[config.mk]
export PLATFORM = sky130hd
export DESIGN_NAME = egress_address_filter_core_flat
export DESIGN_NICKNAME = d
export VERILOG_FILES = /design/src/design/eaf_pkg.sv /design/src/design/eaf_req_if.sv /design/src/design/eaf_rsp_if.sv /design/src/design/eaf_ram.sv /design/src/design/egress_address_filter_core.sv /design/src/flat_wrapper.sv
export SDC_FILE = /design/constraint.sdc
export NUM_CORES = 2
export LEC_CHECK = 0
export ABC_AREA = 1
export BUFFER_PORTS_ARGS = -buffer_cell sky130_fd_sc_hd__buf_4
export CORE_MARGIN = 5
export CORE_UTILIZATION = 55
export DETAILED_ROUTE_END_ITERATION = 16
export PLACE_DENSITY_LB_ADDON = 0.25
export SLEW_MARGIN = 15
export SYNTH_ARGS = -nofsm -noshare
export SYNTH_HDL_FRONTEND = slang
export SYNTH_SLANG_ARGS = --single-unit
[constraint.sdc]
create_clock -name clock -period 15.42 [get_ports clock]
set_input_delay 0.771 -clock clock [delete_from_list [all_inputs] [get_ports clock]]
set_output_delay 0.771 -clock clock [all_outputs]
set_load 0.01 [all_outputs]
[src/design/eaf_pkg.sv]
// ----------------------------------------------------------------------------
// eaf_pkg
// Types and constants shared by the egress address filter files.
// ----------------------------------------------------------------------------
package eaf_pkg;

   localparam int LIST_DEPTH = 16;
   localparam int IDX_W      = (LIST_DEPTH > 1) ? $clog2(LIST_DEPTH) : 1;
   localparam int CNT_W      = $clog2(LIST_DEPTH + 1);

   localparam int CMD_W  = 2;
   localparam int FAM_W  = 2;
   localparam int ADDR_W = 64;

   // stored entry: {is_v6, addr_hi, addr_lo}
   localparam int ENTRY_W = 1 + 2 * ADDR_W;

   localparam logic [FAM_W-1:0] FAM_V4 = 2'd0;
   localparam logic [FAM_W-1:0] FAM_V6 = 2'd1;

   typedef enum logic [CMD_W-1:0] {
      CMD_CLEAR  = 2'd0,
      CMD_APPEND = 2'd1,
      CMD_CHECK  = 2'd2,
      CMD_NONE   = 2'd3
   } cmd_type;

   typedef enum logic [1:0] {
      ST_IDLE,
      ST_SCAN,
      ST_RESULT
   } state_type;

endpackage

[src/design/eaf_req_if.sv]
// ----------------------------------------------------------------------------
// eaf_req_if
// Request channel of the egress address filter: command and address.
// ----------------------------------------------------------------------------
interface eaf_req_if
   import eaf_pkg::*;
();
   logic              valid;
   logic              ready;
   logic [CMD_W-1:0]  cmd;
   logic [FAM_W-1:0]  addr_family;
   logic [ADDR_W-1:0] addr_hi;
   logic [ADDR_W-1:0] addr_lo;

   modport source (output valid, output cmd, output addr_family,
                   output addr_hi, output addr_lo, input ready);
   modport sink   (input valid, input cmd, input addr_family,
                   input addr_hi, input addr_lo, output ready);
endinterface

[src/design/eaf_rsp_if.sv]
// ----------------------------------------------------------------------------
// eaf_rsp_if
// Response channel of the egress address filter: verdict and status.
// ----------------------------------------------------------------------------
interface eaf_rsp_if;
   logic valid;
   logic ready;
   logic allowed;
   logic list_hit;
   logic status;

   modport source (output valid, output allowed, output list_hit,
                   output status, input ready);
   modport sink   (input valid, input allowed, input list_hit,
                   input status, output ready);
endinterface

[src/design/eaf_ram.sv]
// ----------------------------------------------------------------------------
// eaf_ram
// Generic single-write, single-read RAM with registered read data.
// ----------------------------------------------------------------------------
module eaf_ram #(
   parameter  int WIDTH = 8,
   parameter  int DEPTH = 16,
   localparam int AW    = (DEPTH > 1) ? $clog2(DEPTH) : 1
) (
   input  logic             clock,
   input  logic             wr_en,
   input  logic [AW-1:0]    wr_addr,
   input  logic [WIDTH-1:0] wr_data,
   input  logic             rd_en,
   input  logic [AW-1:0]    rd_addr,
   output logic [WIDTH-1:0] rd_data
);

   logic [WIDTH-1:0] mem_ff [DEPTH];
   logic [WIDTH-1:0] rd_data_ff;

   always_ff @(posedge clock) begin
      if (wr_en) begin
         mem_ff[wr_addr] <= wr_data;
      end
      if (rd_en) begin
         rd_data_ff <= mem_ff[rd_addr];
      end
   end

   assign rd_data = rd_data_ff;

endmodule

[src/design/egress_address_filter_core.sv]
// ----------------------------------------------------------------------------
// egress_address_filter_core
// Allow-list plus fixed reserved-range policy for outgoing IPv4/IPv6 targets.
// ----------------------------------------------------------------------------
// One request at a time. Clear, append and unused commands go from
// acceptance straight to the result state. A check walks the allow-list
// held in a single RAM, one entry read per cycle with the compare in the
// cycle after each read, and stops at the first hit; an empty list or a
// family other than IPv4/IPv6 skips the walk. The response sits in an
// output register, so a new request is taken while the previous response
// waits. Entries are only read below the fill count, so the RAM needs no
// clearing after reset.
module egress_address_filter_core
   import eaf_pkg::*;
(
   input  logic     clock,
   input  logic     reset,
   eaf_req_if.sink  req,
   eaf_rsp_if.source rsp
);

   localparam logic [31:0] MAPPED_TAG = 32'h0000_ffff;

   function automatic logic is_mapped(input logic [ADDR_W-1:0] hi,
                                      input logic [ADDR_W-1:0] lo);
      return (hi == '0) && (lo[63:32] == MAPPED_TAG);
   endfunction

   function automatic logic v4_reserved(input logic [31:0] a);
      logic [7:0] o1;
      logic [7:0] o2;
      logic [7:0] o3;
      logic [7:0] o4;
      logic       r;
      o1 = a[31:24];
      o2 = a[23:16];
      o3 = a[15:8];
      o4 = a[7:0];
      r  = 1'b0;
      if (o1 == 8'd168 && o2 == 8'd63 && o3 == 8'd129 && o4 == 8'd16) r = 1'b1;
      if ((o1 inside {8'd0, 8'd10, 8'd127}) || o1 >= 8'd224) r = 1'b1;
      if (o1 == 8'd100 && (o2 inside {[8'd64:8'd127]})) r = 1'b1;
      if (o1 == 8'd169 && o2 == 8'd254) r = 1'b1;
      if (o1 == 8'd172 && (o2 inside {[8'd16:8'd31]})) r = 1'b1;
      if (o1 == 8'd192 && (o2 == 8'd168 ||
                           (o2 == 8'd0 && (o3 inside {8'd0, 8'd2})) ||
                           (o2 == 8'd88 && o3 == 8'd99))) r = 1'b1;
      if (o1 == 8'd198 && ((o2 inside {8'd18, 8'd19}) ||
                           (o2 == 8'd51 && o3 == 8'd100))) r = 1'b1;
      if (o1 == 8'd203 && o2 == 8'd0 && o3 == 8'd113) r = 1'b1;
      return r;
   endfunction

   function automatic logic v6_global_ok(input logic [ADDR_W-1:0] hi);
      logic [7:0] b0;
      logic [7:0] b1;
      logic [7:0] b2;
      logic [7:0] b3;
      logic       ok;
      b0 = hi[63:56];
      b1 = hi[55:48];
      b2 = hi[47:40];
      b3 = hi[39:32];
      ok = 1'b1;
      if ((b0 & 8'he0) != 8'h20) ok = 1'b0;
      if (b0 == 8'h20 && b1 == 8'h01 && b2 < 8'h02) ok = 1'b0;
      if (b0 == 8'h20 && b1 == 8'h01 && b2 == 8'h0d && b3 == 8'hb8) ok = 1'b0;
      if (b0 == 8'h20 && b1 == 8'h02) ok = 1'b0;
      if (b0 == 8'h3f && b1 == 8'hff && b2[7:4] == 4'h0) ok = 1'b0;
      if (b0 >= 8'hfc) ok = 1'b0;
      return ok;
   endfunction

   function automatic logic policy_ok(input logic v6,
                                      input logic [ADDR_W-1:0] hi,
                                      input logic [ADDR_W-1:0] lo);
      return v6 ? v6_global_ok(hi) : !v4_reserved(lo[31:0]);
   endfunction

   state_type         state_ff, state_in;
   logic [CNT_W-1:0]  cnt_ff, cnt_in;
   logic [IDX_W-1:0]  rd_idx_ff, rd_idx_in;
   logic              issue_done_ff, issue_done_in;
   logic              cmp_vld_ff, cmp_vld_in;
   logic              cmp_last_ff, cmp_last_in;
   logic              q_v6_ff, q_v6_in;
   logic [ADDR_W-1:0] q_hi_ff, q_hi_in;
   logic [ADDR_W-1:0] q_lo_ff, q_lo_in;
   logic              res_allowed_ff, res_allowed_in;
   logic              res_hit_ff, res_hit_in;
   logic              res_status_ff, res_status_in;
   logic              rsp_vld_ff, rsp_vld_in;
   logic              rsp_allowed_ff, rsp_allowed_in;
   logic              rsp_hit_ff, rsp_hit_in;
   logic              rsp_status_ff, rsp_status_in;

   logic              req_fire;
   cmd_type           req_cmd;
   logic              fam_ok;
   logic              in_v6;
   logic [ADDR_W-1:0] in_hi;
   logic [ADDR_W-1:0] in_lo;
   logic              list_full;
   logic              last_issue;
   logic              out_free;

   logic              wr_en;
   logic              rd_en;
   logic [ENTRY_W-1:0] wr_data;
   logic [ENTRY_W-1:0] rd_data;
   logic              e_v6;
   logic [ADDR_W-1:0] e_hi;
   logic [ADDR_W-1:0] e_lo;
   logic              entry_match;

   eaf_ram #(
      .WIDTH (ENTRY_W),
      .DEPTH (LIST_DEPTH)
   ) u_list_ram (
      .clock   (clock),
      .wr_en   (wr_en),
      .wr_addr (cnt_ff[IDX_W-1:0]),
      .wr_data (wr_data),
      .rd_en   (rd_en),
      .rd_addr (rd_idx_ff),
      .rd_data (rd_data)
   );

   assign req_fire  = req.valid && req.ready;
   assign req_cmd   = cmd_type'(req.cmd);
   assign fam_ok    = (req.addr_family == FAM_V4) || (req.addr_family == FAM_V6);
   assign in_v6     = (req.addr_family == FAM_V6);
   // IPv4 keeps only the low word of addr_lo
   assign in_hi     = in_v6 ? req.addr_hi : '0;
   assign in_lo     = in_v6 ? req.addr_lo : {32'h0, req.addr_lo[31:0]};
   assign list_full = (cnt_ff >= CNT_W'(LIST_DEPTH));
   assign wr_data   = {in_v6, in_hi, in_lo};

   assign last_issue = ((CNT_W'(rd_idx_ff) + CNT_W'(1)) == cnt_ff);
   assign out_free   = !rsp_vld_ff || rsp.ready;

   assign e_v6 = rd_data[ENTRY_W-1];
   assign e_hi = rd_data[2*ADDR_W-1:ADDR_W];
   assign e_lo = rd_data[ADDR_W-1:0];

   // exact match within a family, or via the ::ffff:a.b.c.d form across them
   always_comb begin
      if (e_v6 == q_v6_ff) begin
         entry_match = q_v6_ff ? (e_hi == q_hi_ff && e_lo == q_lo_ff)
                               : (e_lo[31:0] == q_lo_ff[31:0]);
      end else if (!q_v6_ff) begin
         entry_match = is_mapped(e_hi, e_lo) && (e_lo[31:0] == q_lo_ff[31:0]);
      end else begin
         entry_match = is_mapped(q_hi_ff, q_lo_ff) &&
                       (q_lo_ff[31:0] == e_lo[31:0]);
      end
   end

   always_comb begin
      state_in       = state_ff;
      cnt_in         = cnt_ff;
      rd_idx_in      = rd_idx_ff;
      issue_done_in  = issue_done_ff;
      cmp_vld_in     = 1'b0;
      cmp_last_in    = cmp_last_ff;
      q_v6_in        = q_v6_ff;
      q_hi_in        = q_hi_ff;
      q_lo_in        = q_lo_ff;
      res_allowed_in = res_allowed_ff;
      res_hit_in     = res_hit_ff;
      res_status_in  = res_status_ff;
      rsp_vld_in     = rsp_vld_ff && !rsp.ready;
      rsp_allowed_in = rsp_allowed_ff;
      rsp_hit_in     = rsp_hit_ff;
      rsp_status_in  = rsp_status_ff;
      wr_en          = 1'b0;
      rd_en          = 1'b0;
      req.ready      = 1'b0;

      case (state_ff)
         ST_IDLE: begin
            req.ready = 1'b1;
            if (req_fire) begin
               q_v6_in        = in_v6;
               q_hi_in        = in_hi;
               q_lo_in        = in_lo;
               res_allowed_in = 1'b0;
               res_hit_in     = 1'b0;
               res_status_in  = 1'b0;
               rd_idx_in      = '0;
               issue_done_in  = 1'b0;
               state_in       = ST_RESULT;
               case (req_cmd)
                  CMD_CLEAR: begin
                     cnt_in = '0;
                  end
                  CMD_APPEND: begin
                     if (fam_ok) begin
                        if (list_full) begin
                           res_status_in = 1'b1;
                        end else begin
                           wr_en  = 1'b1;
                           cnt_in = cnt_ff + CNT_W'(1);
                        end
                     end
                  end
                  CMD_CHECK: begin
                     if (fam_ok) begin
                        if (cnt_ff == '0) begin
                           res_allowed_in = policy_ok(in_v6, in_hi, in_lo);
                        end else begin
                           state_in = ST_SCAN;
                        end
                     end
                  end
                  default: begin
                  end
               endcase
            end
         end

         ST_SCAN: begin
            // read address runs one entry ahead of the compare
            if (!issue_done_ff) begin
               rd_en       = 1'b1;
               cmp_vld_in  = 1'b1;
               cmp_last_in = last_issue;
               if (last_issue) begin
                  issue_done_in = 1'b1;
               end else begin
                  rd_idx_in = rd_idx_ff + IDX_W'(1);
               end
            end
            if (cmp_vld_ff) begin
               if (entry_match) begin
                  res_hit_in     = 1'b1;
                  res_allowed_in = 1'b1;
                  cmp_vld_in     = 1'b0;
                  state_in       = ST_RESULT;
               end else if (cmp_last_ff) begin
                  res_allowed_in = policy_ok(q_v6_ff, q_hi_ff, q_lo_ff);
                  cmp_vld_in     = 1'b0;
                  state_in       = ST_RESULT;
               end
            end
         end

         ST_RESULT: begin
            if (out_free) begin
               rsp_vld_in     = 1'b1;
               rsp_allowed_in = res_allowed_ff;
               rsp_hit_in     = res_hit_ff;
               rsp_status_in  = res_status_ff;
               state_in       = ST_IDLE;
            end
         end

         default: begin
            state_in = ST_IDLE;
         end
      endcase
   end

   always_ff @(posedge clock) begin
      if (reset) begin
         state_ff      <= ST_IDLE;
         cnt_ff        <= '0;
         rd_idx_ff     <= '0;
         issue_done_ff <= 1'b0;
         cmp_vld_ff    <= 1'b0;
         rsp_vld_ff    <= 1'b0;
      end else begin
         state_ff      <= state_in;
         cnt_ff        <= cnt_in;
         rd_idx_ff     <= rd_idx_in;
         issue_done_ff <= issue_done_in;
         cmp_vld_ff    <= cmp_vld_in;
         rsp_vld_ff    <= rsp_vld_in;
      end
   end

   always_ff @(posedge clock) begin
      cmp_last_ff    <= cmp_last_in;
      q_v6_ff        <= q_v6_in;
      q_hi_ff        <= q_hi_in;
      q_lo_ff        <= q_lo_in;
      res_allowed_ff <= res_allowed_in;
      res_hit_ff     <= res_hit_in;
      res_status_ff  <= res_status_in;
      rsp_allowed_ff <= rsp_allowed_in;
      rsp_hit_ff     <= rsp_hit_in;
      rsp_status_ff  <= rsp_status_in;
   end

   assign rsp.valid    = rsp_vld_ff;
   assign rsp.allowed  = rsp_allowed_ff;
   assign rsp.list_hit = rsp_hit_ff;
   assign rsp.status   = rsp_status_ff;

   a_cnt_bound: assert property (@(posedge clock) disable iff (reset)
      cnt_ff <= CNT_W'(LIST_DEPTH))
      else $error("allow-list fill count beyond depth");

   a_clear_empties: assert property (@(posedge clock) disable iff (reset)
      (req_fire && req_cmd == CMD_CLEAR) |=> (cnt_ff == '0))
      else $error("clear request did not empty the list");

   a_write_room: assert property (@(posedge clock) disable iff (reset)
      wr_en |-> (!list_full && state_ff == ST_IDLE))
      else $error("list write without room");

   a_hit_allows: assert property (@(posedge clock) disable iff (reset)
      (rsp_vld_ff && rsp_hit_ff) |-> (rsp_allowed_ff && !rsp_status_ff))
      else $error("list hit response not allowed or flagged as error");

endmodule
[src/flat_wrapper.sv]
// flat-port wrapper written by rule: the top's interface ports become plain ports
module egress_address_filter_core_flat import eaf_pkg::*;
  (clock, reset, req_valid, req_cmd, req_addr_family, req_addr_hi, req_addr_lo, req_ready, rsp_valid, rsp_allowed, rsp_list_hit, rsp_status, rsp_ready);
  eaf_req_if req_i ();
  eaf_rsp_if rsp_i ();
  input  logic clock;
  input  logic reset;
  input wire logic [$bits(req_i.valid)-1:0] req_valid;
  input wire logic [$bits(req_i.cmd)-1:0] req_cmd;
  input wire logic [$bits(req_i.addr_family)-1:0] req_addr_family;
  input wire logic [$bits(req_i.addr_hi)-1:0] req_addr_hi;
  input wire logic [$bits(req_i.addr_lo)-1:0] req_addr_lo;
  output wire logic [$bits(req_i.ready)-1:0] req_ready;
  output wire logic [$bits(rsp_i.valid)-1:0] rsp_valid;
  output wire logic [$bits(rsp_i.allowed)-1:0] rsp_allowed;
  output wire logic [$bits(rsp_i.list_hit)-1:0] rsp_list_hit;
  output wire logic [$bits(rsp_i.status)-1:0] rsp_status;
  input wire logic [$bits(rsp_i.ready)-1:0] rsp_ready;
  assign req_i.valid = req_valid;
  assign req_i.cmd = req_cmd;
  assign req_i.addr_family = req_addr_family;
  assign req_i.addr_hi = req_addr_hi;
  assign req_i.addr_lo = req_addr_lo;
  assign req_ready = req_i.ready;
  assign rsp_valid = rsp_i.valid;
  assign rsp_allowed = rsp_i.allowed;
  assign rsp_list_hit = rsp_i.list_hit;
  assign rsp_status = rsp_i.status;
  assign rsp_i.ready = rsp_ready;
  egress_address_filter_core u_core (.clock(clock), .reset(reset), .req(req_i), .rsp(rsp_i));
endmodule
Word level (Yosys, flattened, before mapping)
Memory sizes are Yosys's and may differ from the RTL's. A register that Yosys moved wholly into a read port is not among the register bits.
Index checks and enable logic that the tools add are counted.
Storage, ports and cells
  memories: 1
  memory bits (writable): 2064
  input bits: 136
  flip-flop bits (word level): 150
Cells by class
  reduce and logical (&&, ||, !) cells: 98
  $lt $le $gt $ge: 15
  $add $sub $neg: 3
  eq/ne operators: 82
  bitwise operators: 2
  muxes and demuxes: 91
Memory list
  u_core.u_list_ram.mem_ff: words 16, width 129, read ports 1, clocked after Yosys merged registers in 1, wr ports 1, RTL line eaf_ram.sv:19  | logic [WIDTH-1:0] mem_ff [DEPTH];
Operators by type and width (count)
  8-bit == test, second input constant: 22
  64-bit == test: 2
  64-bit logical NOT: 2
  64-bit 2-to-1 mux: 2
  8-bit by 7-bit == test with 1-bit output, second input constant: 12
  1-bit 2-to-1 mux: 70
  32-bit by 16-bit == test with 1-bit output, second input constant: 2
  32-bit == test: 2
  8-bit by 6-bit == test with 1-bit output, second input constant: 8
  1-bit logical AND: 51
  8-bit by 5-bit == test with 1-bit output, second input constant: 6
  8-bit logical NOT: 6
  8-bit by 2-bit == test with 1-bit output, second input constant: 4
  8-bit by 4-bit == test with 1-bit output, second input constant: 4
  8-bit >= comparator, second input constant: 4
  8-bit by 1-bit == test with 1-bit output, second input constant: 2
  8-bit by 5-bit >= comparator with 1-bit output, second input constant: 2
  8-bit by 7-bit >= comparator with 1-bit output, second input constant: 2
  8-bit by 5-bit <= comparator with 1-bit output, second input constant: 2
  8-bit by 7-bit <= comparator with 1-bit output, second input constant: 2
  8-bit by 2-bit less-than comparator with 1-bit output, second input constant: 2
  2-bit 2-to-1 mux: 8
  4-bit AND reduction: 4
  4-bit 2-to-1 mux: 3
  27 further kinds: 67

Logic depth before layout (Yosys ltp)
  depth in word-level cells: 26
  depth in mapped cells: 17
  mapped depth without buffers: 17

Modules after synthesis
A second synthesis with hierarchy kept.
Second synthesis, totals
  cell total of the unflattened synthesis: 9236
  area total of the unflattened synthesis: 99517.9 um^2
By module, submodules not included
  eaf_ram: seq. area each 65853.2 um^2, cells each 7846, area each 89597.2 um^2, instances 1
  egress_address_filter_core: seq. area each 4364.2 um^2, cells each 1390, area each 9920.8 um^2, instances 1

Least setup slack after synthesis
No wires, ideal clock.
  path kind: input -> register
  start point: input port req_cmd[0]
  end point: memory u_core.u_list_ram.mem_ff[0][0] (netlist name) (enable)
  setup slack: 7.866 ns
  arrival: 6.935 ns
  stages: 6
  data required time: 14.801 ns
  library setup time: 0.619 ns
  path through: inv_1 > nor2_1 > inv_1 > nor4_1 > nand2_1 > nor2_1
Between the ends
  word-level cells in the longest chain between the ends: 6
RTL lines
  from (decl): RTL line flat_wrapper.sv:9  | input wire logic [$bits(req_i.cmd)-1:0] req_cmd;
  2-bit by 1-bit == test with 1-bit output: RTL line egress_address_filter_core.sv:193  | case (req_cmd)
  1-bit 2-to-1 mux: RTL line egress_address_filter_core.sv:193
  1-bit 2-to-1 mux: RTL line egress_address_filter_core.sv:183  | if (req_fire) begin
  1-bit 2-to-1 mux: RTL line egress_address_filter_core.sv:180  | case (state_ff)
  1-bit 2-to-1 mux: RTL line eaf_ram.sv:23  | if (wr_en) begin
  1-bit 2-to-1 mux (not written as such): RTL line eaf_ram.sv:24  | mem_ff[wr_addr] <= wr_data;
  to (decl): RTL line eaf_ram.sv:19
No other way between the ends.

Worst setup path after layout
  start point: register u_core.state_ff[1]
  end point: memory u_core.u_list_ram.mem_ff[5][128] (netlist name) (enable)
Between the ends
  word-level cells in the longest chain between the ends: 7
RTL lines
  from (decl): RTL line egress_address_filter_core.sv:80  | state_type state_ff, state_in;
  from (signal assigned): RTL line egress_address_filter_core.sv:273  | state_ff <= state_in;
  2-bit logical NOT (*): RTL line egress_address_filter_core.sv:180
  1-bit 2-to-1 mux: RTL line egress_address_filter_core.sv:180
  1-bit logical AND: RTL line egress_address_filter_core.sv:129  | assign req_fire = req.valid && req.ready;
  1-bit 2-to-1 mux: RTL line egress_address_filter_core.sv:183
  1-bit 2-to-1 mux (*): RTL line egress_address_filter_core.sv:180
  1-bit 2-to-1 mux (*): RTL line eaf_ram.sv:23
  1-bit 2-to-1 mux (not written as such) (*): RTL line eaf_ram.sv:24
Every way passes the cells marked *; elsewhere a longest branch is shown, timed or not.

==> results.sh <==
export IMPL_rsz0062_at_grt="no"
export IMPL_p_clk_share_pct=42.0
export IMPL_nets=7294
export IMPL_cellLeakagePower_nw=34.6
export IMPL_clock_sinks=2343
export IMPL_arrival_ps=5600
export IMPL_internal_power_mw=10.1
export IMPL_hold_viol_final=0
export IMPL_timing_fmax_mhz=195
export IMPL_power_frac_seq_pct=55.5
export IMPL_synth_xor_area_share_pct=0.845
export IMPL_gp_congestion=0.919
export IMPL_synth_simple_area_share_pct=8.83
export IMPL_yosysUniqueCellTypes=44
export IMPL_swShare_pct=20.4
export IMPL_wl_per_cell_um=26.7
export IMPL_power_density_mw_per_mm2=123
export IMPL_hp_class="input pin to flop"
export IMPL_syn_to_final_growth_pct=10.9
export IMPL_die_w_um=421
export IMPL_cp_max_fo=49
export IMPL_cp_start_kind="flop"
export IMPL_syn_num_nets=7280
export IMPL_syn_area_per_cell_um2=13.0
export IMPL_drc=0
export IMPL_max_stage_delay_ps=900
export IMPL_cts_resized=0
export IMPL_combPwrFrac_pct=2.5
export IMPL_synthMuxAreaShare_pct=0.108
export IMPL_hold_path_depth=2
export IMPL_layout_commonest_cell="edfxtp_1"
export IMPL_cts_tree="done"
export IMPL_setup_viol=0
export IMPL_clkTransAtPathRegs_ps=70
export IMPL_synth_top_family_by_area="compound AO/OA/AOI/OAI gates"
export IMPL_track_usage_pct=28.1
export IMPL_ir_worst_vdd_mv=0.126
export IMPL_cts_setup_buffers=0
export IMPL_dr_pass1_iters=8
export IMPL_dp_hpwl_um=133000
export IMPL_skew_ps=43.7
export IMPL_gr_total_overflow=0
export IMPL_slowest_stage="nor2_4"
export IMPL_cp_top_family="simple AND/OR/NAND/NOR gates"
export IMPL_setup_tns_ps=0
export IMPL_synth_warnings=0
export IMPL_critPathBufInv=2
export IMPL_path_depth=7
export IMPL_fin_crit_ps=5140
export IMPL_ys_ff_latch=2343
export IMPL_ant_nets=0
export IMPL_crit_chain="nor2_1, nand2_1, nor4_1, nand2_1, nor2_4, buf_4, buf_4"
export IMPL_synth_area_leaders="edfxtp_1 (75%), o21ai_0 (6.1%), nor2_1 (6.0%), o22ai_1 (2.7%), nand2_1 (1.7%)"
export IMPL_drt_total_wl_um=256000
export IMPL_post_route_period_util_pct=33.3
export IMPL_slew_viol_final=0
export IMPL_row_count=151
export IMPL_initial_core_util_pct=55.1
export IMPL_fin_util_pct=61.1
export IMPL_die_area_mm2=0.178
export IMPL_synth_cells=7139
export IMPL_io_buffers=140
export IMPL_insertion_delay_ps=860
export IMPL_r2r_cells=7
export IMPL_status="completed"
export IMPL_final_area_mm2=0.103
export IMPL_tightest_slew_ps=1250
export IMPL_drtIter0Drc=8878
export IMPL_core_mm2=0.169
export IMPL_root_buffer="clkbuf_16"
export IMPL_end_kind="flop"
export IMPL_die_h_um=421
export IMPL_num_io_pins=141
export IMPL_grt_pass1_wl_um=375000
export IMPL_drive_above_1_share_pct=8.32
export IMPL_vias=60200
export IMPL_cts_max_level=4
export IMPL_mostFrequentLayoutCells="edfxtp_1 (2,329), nor2_1 (1,454), o21ai_0 (1,129)"
export IMPL_p_sw_mw=2.60
export IMPL_seq_area_frac_synth_pct=75.4
export IMPL_grt_antenna_before_repair=7
export IMPL_synth_top_area_cell="edfxtp_1"
export IMPL_numCtsBuffers=223
export IMPL_grt_pass1_vias=56600
export IMPL_maxSlewHeadroom_pct=16.8
export IMPL_synth_top_cell_area_share_pct=75.1
export IMPL_avgViaCountPerCell=6.30
export IMPL_dpl_instance_area_mm2=0.0961
export IMPL_cts_hold_buf=0
export IMPL_critPathKind="flop to flop"
export IMPL_maxCapViolCount=0
export IMPL_r2r_slack_ps=10280
export IMPL_cts_buffer_depth=3
export IMPL_synth_compound_area_share_pct=11.6
export IMPL_synth_fa_ha_area_share_pct=0.0672
export IMPL_grt_max_degree=226
export IMPL_cp_data_required_time_ps=15890
export IMPL_syn_area_mm2=0.0931
## layer usage
metal | up-vias | track usage [%] | share of wire (%)
met5 | - | 0 | 0.018
met4 | 6 | 10.8 | 3.9
met3 | 499 | 5.03 | 11
met2 | 3509 | 43.1 | 46
met1 | 29900 | 40.6 | 40
li1 | 26300 | - | -
## cell usage after synthesis, drive strengths merged
master and count:
buf 154, o22ai 403, o221a 2, o32ai 9
nand4 33, xnor2 84, nand2 421, nor3b 3
o211ai 53, edfxtp 2329, nor3 36, dfxtp 14
nor4 15, nand3b 2, a31oi 1, a21oi 17
or2 3, clkbuf 286, o21ai 1211, a211oi 2
o31ai 7, ha 5, inv 274, o221ai 170
nand3 85, o21bai 2, xor2 5, o41ai 1
mux2i 10, and3 1, nor2 1501
## flip-flops by register name (all words and copies together) (netlist names), 2 cells and up
name / count
u_core.cnt_ff: 5
u_core.u_list_ram.rd_data: 129
u_core.state_ff: 2
u_core.u_list_ram.mem_ff: 2064
u_core.q_lo_ff: 64
u_core.q_hi_ff: 64
u_core.rd_idx_ff: 4
## logic make-up (layout without fill, tap and decap cells)
group | count (synthesis) | count (layout)
buffers and inverters | 714 | 910
and+or+nand+nor | 2100 | 2100
DFF | 2343 | 2343
other | 0 | 5
muxes | 10 | 10
adders and majority gates | 5 | 5
xor gates and xnor gates | 89 | 89
AOI/OAI and AO/OA | 1878 | 1878
## stage by stage
| stage | instances | setup slack (ps) | power [mW] | hold slack, ps |
|---|---|---|---|---|
| after global routing | 9553 | 10140 | 13.1 | 145 |
| final | 9558 | 10280 | 12.7 | 164 |
| after global placement | 9145 | 9930 | 7.49 | 418 |
| after detailed placement | 9145 | 10040 | 7.50 | 424 |
| after CTS | 9552 | 10350 | 12.8 | 101 |
| after floorplan | 7139 | 7870 | 7.34 | 400 |
## area by class of cell
class / instances / area, um^2
antenna: 5 / 12.5
clock buffer: 277 / 5850
clock inverter: 130 / 1260
fill: 12700 / 65700
inverter: 274 / 1060
multi-input combinational: 4082 / 20100
sequential: 2343 / 70200
tap: 2218 / 2780
timing repair buffer: 229 / 1930
## power by group through the flow
stage | combinational (mW) | clock [mW] | sequential, mW
final | 0.318 | 5.35 | 7.06
after global routing | 0.341 | 5.67 | 7.06
after CTS | 0.312 | 5.39 | 7.06
after detailed placement | 0.311 | 0 | 7.19
after global placement | 0.305 | 0 | 7.19
after floorplan | 0.151 | 0 | 7.19
## path summary, 6_finish.rpt
check	from	end
setup / recovery	u_core.state_ff[1]$_SDFFE_PP0P_	u_core.u_list_ram.mem_ff[5][128]$_DFFE_PP_
hold / removal	reset	u_core.rd_idx_ff[3]$_SDFFE_PP0P_
setup reg to reg	u_core.state_ff[1]$_SDFFE_PP0P_	u_core.u_list_ram.mem_ff[5][128]$_DFFE_PP_
hold reg to reg	u_core.res_allowed_ff$_DFFE_PP_	u_core.rsp.allowed$_DFFE_PP_
Power figures use the tool's default switching activity.
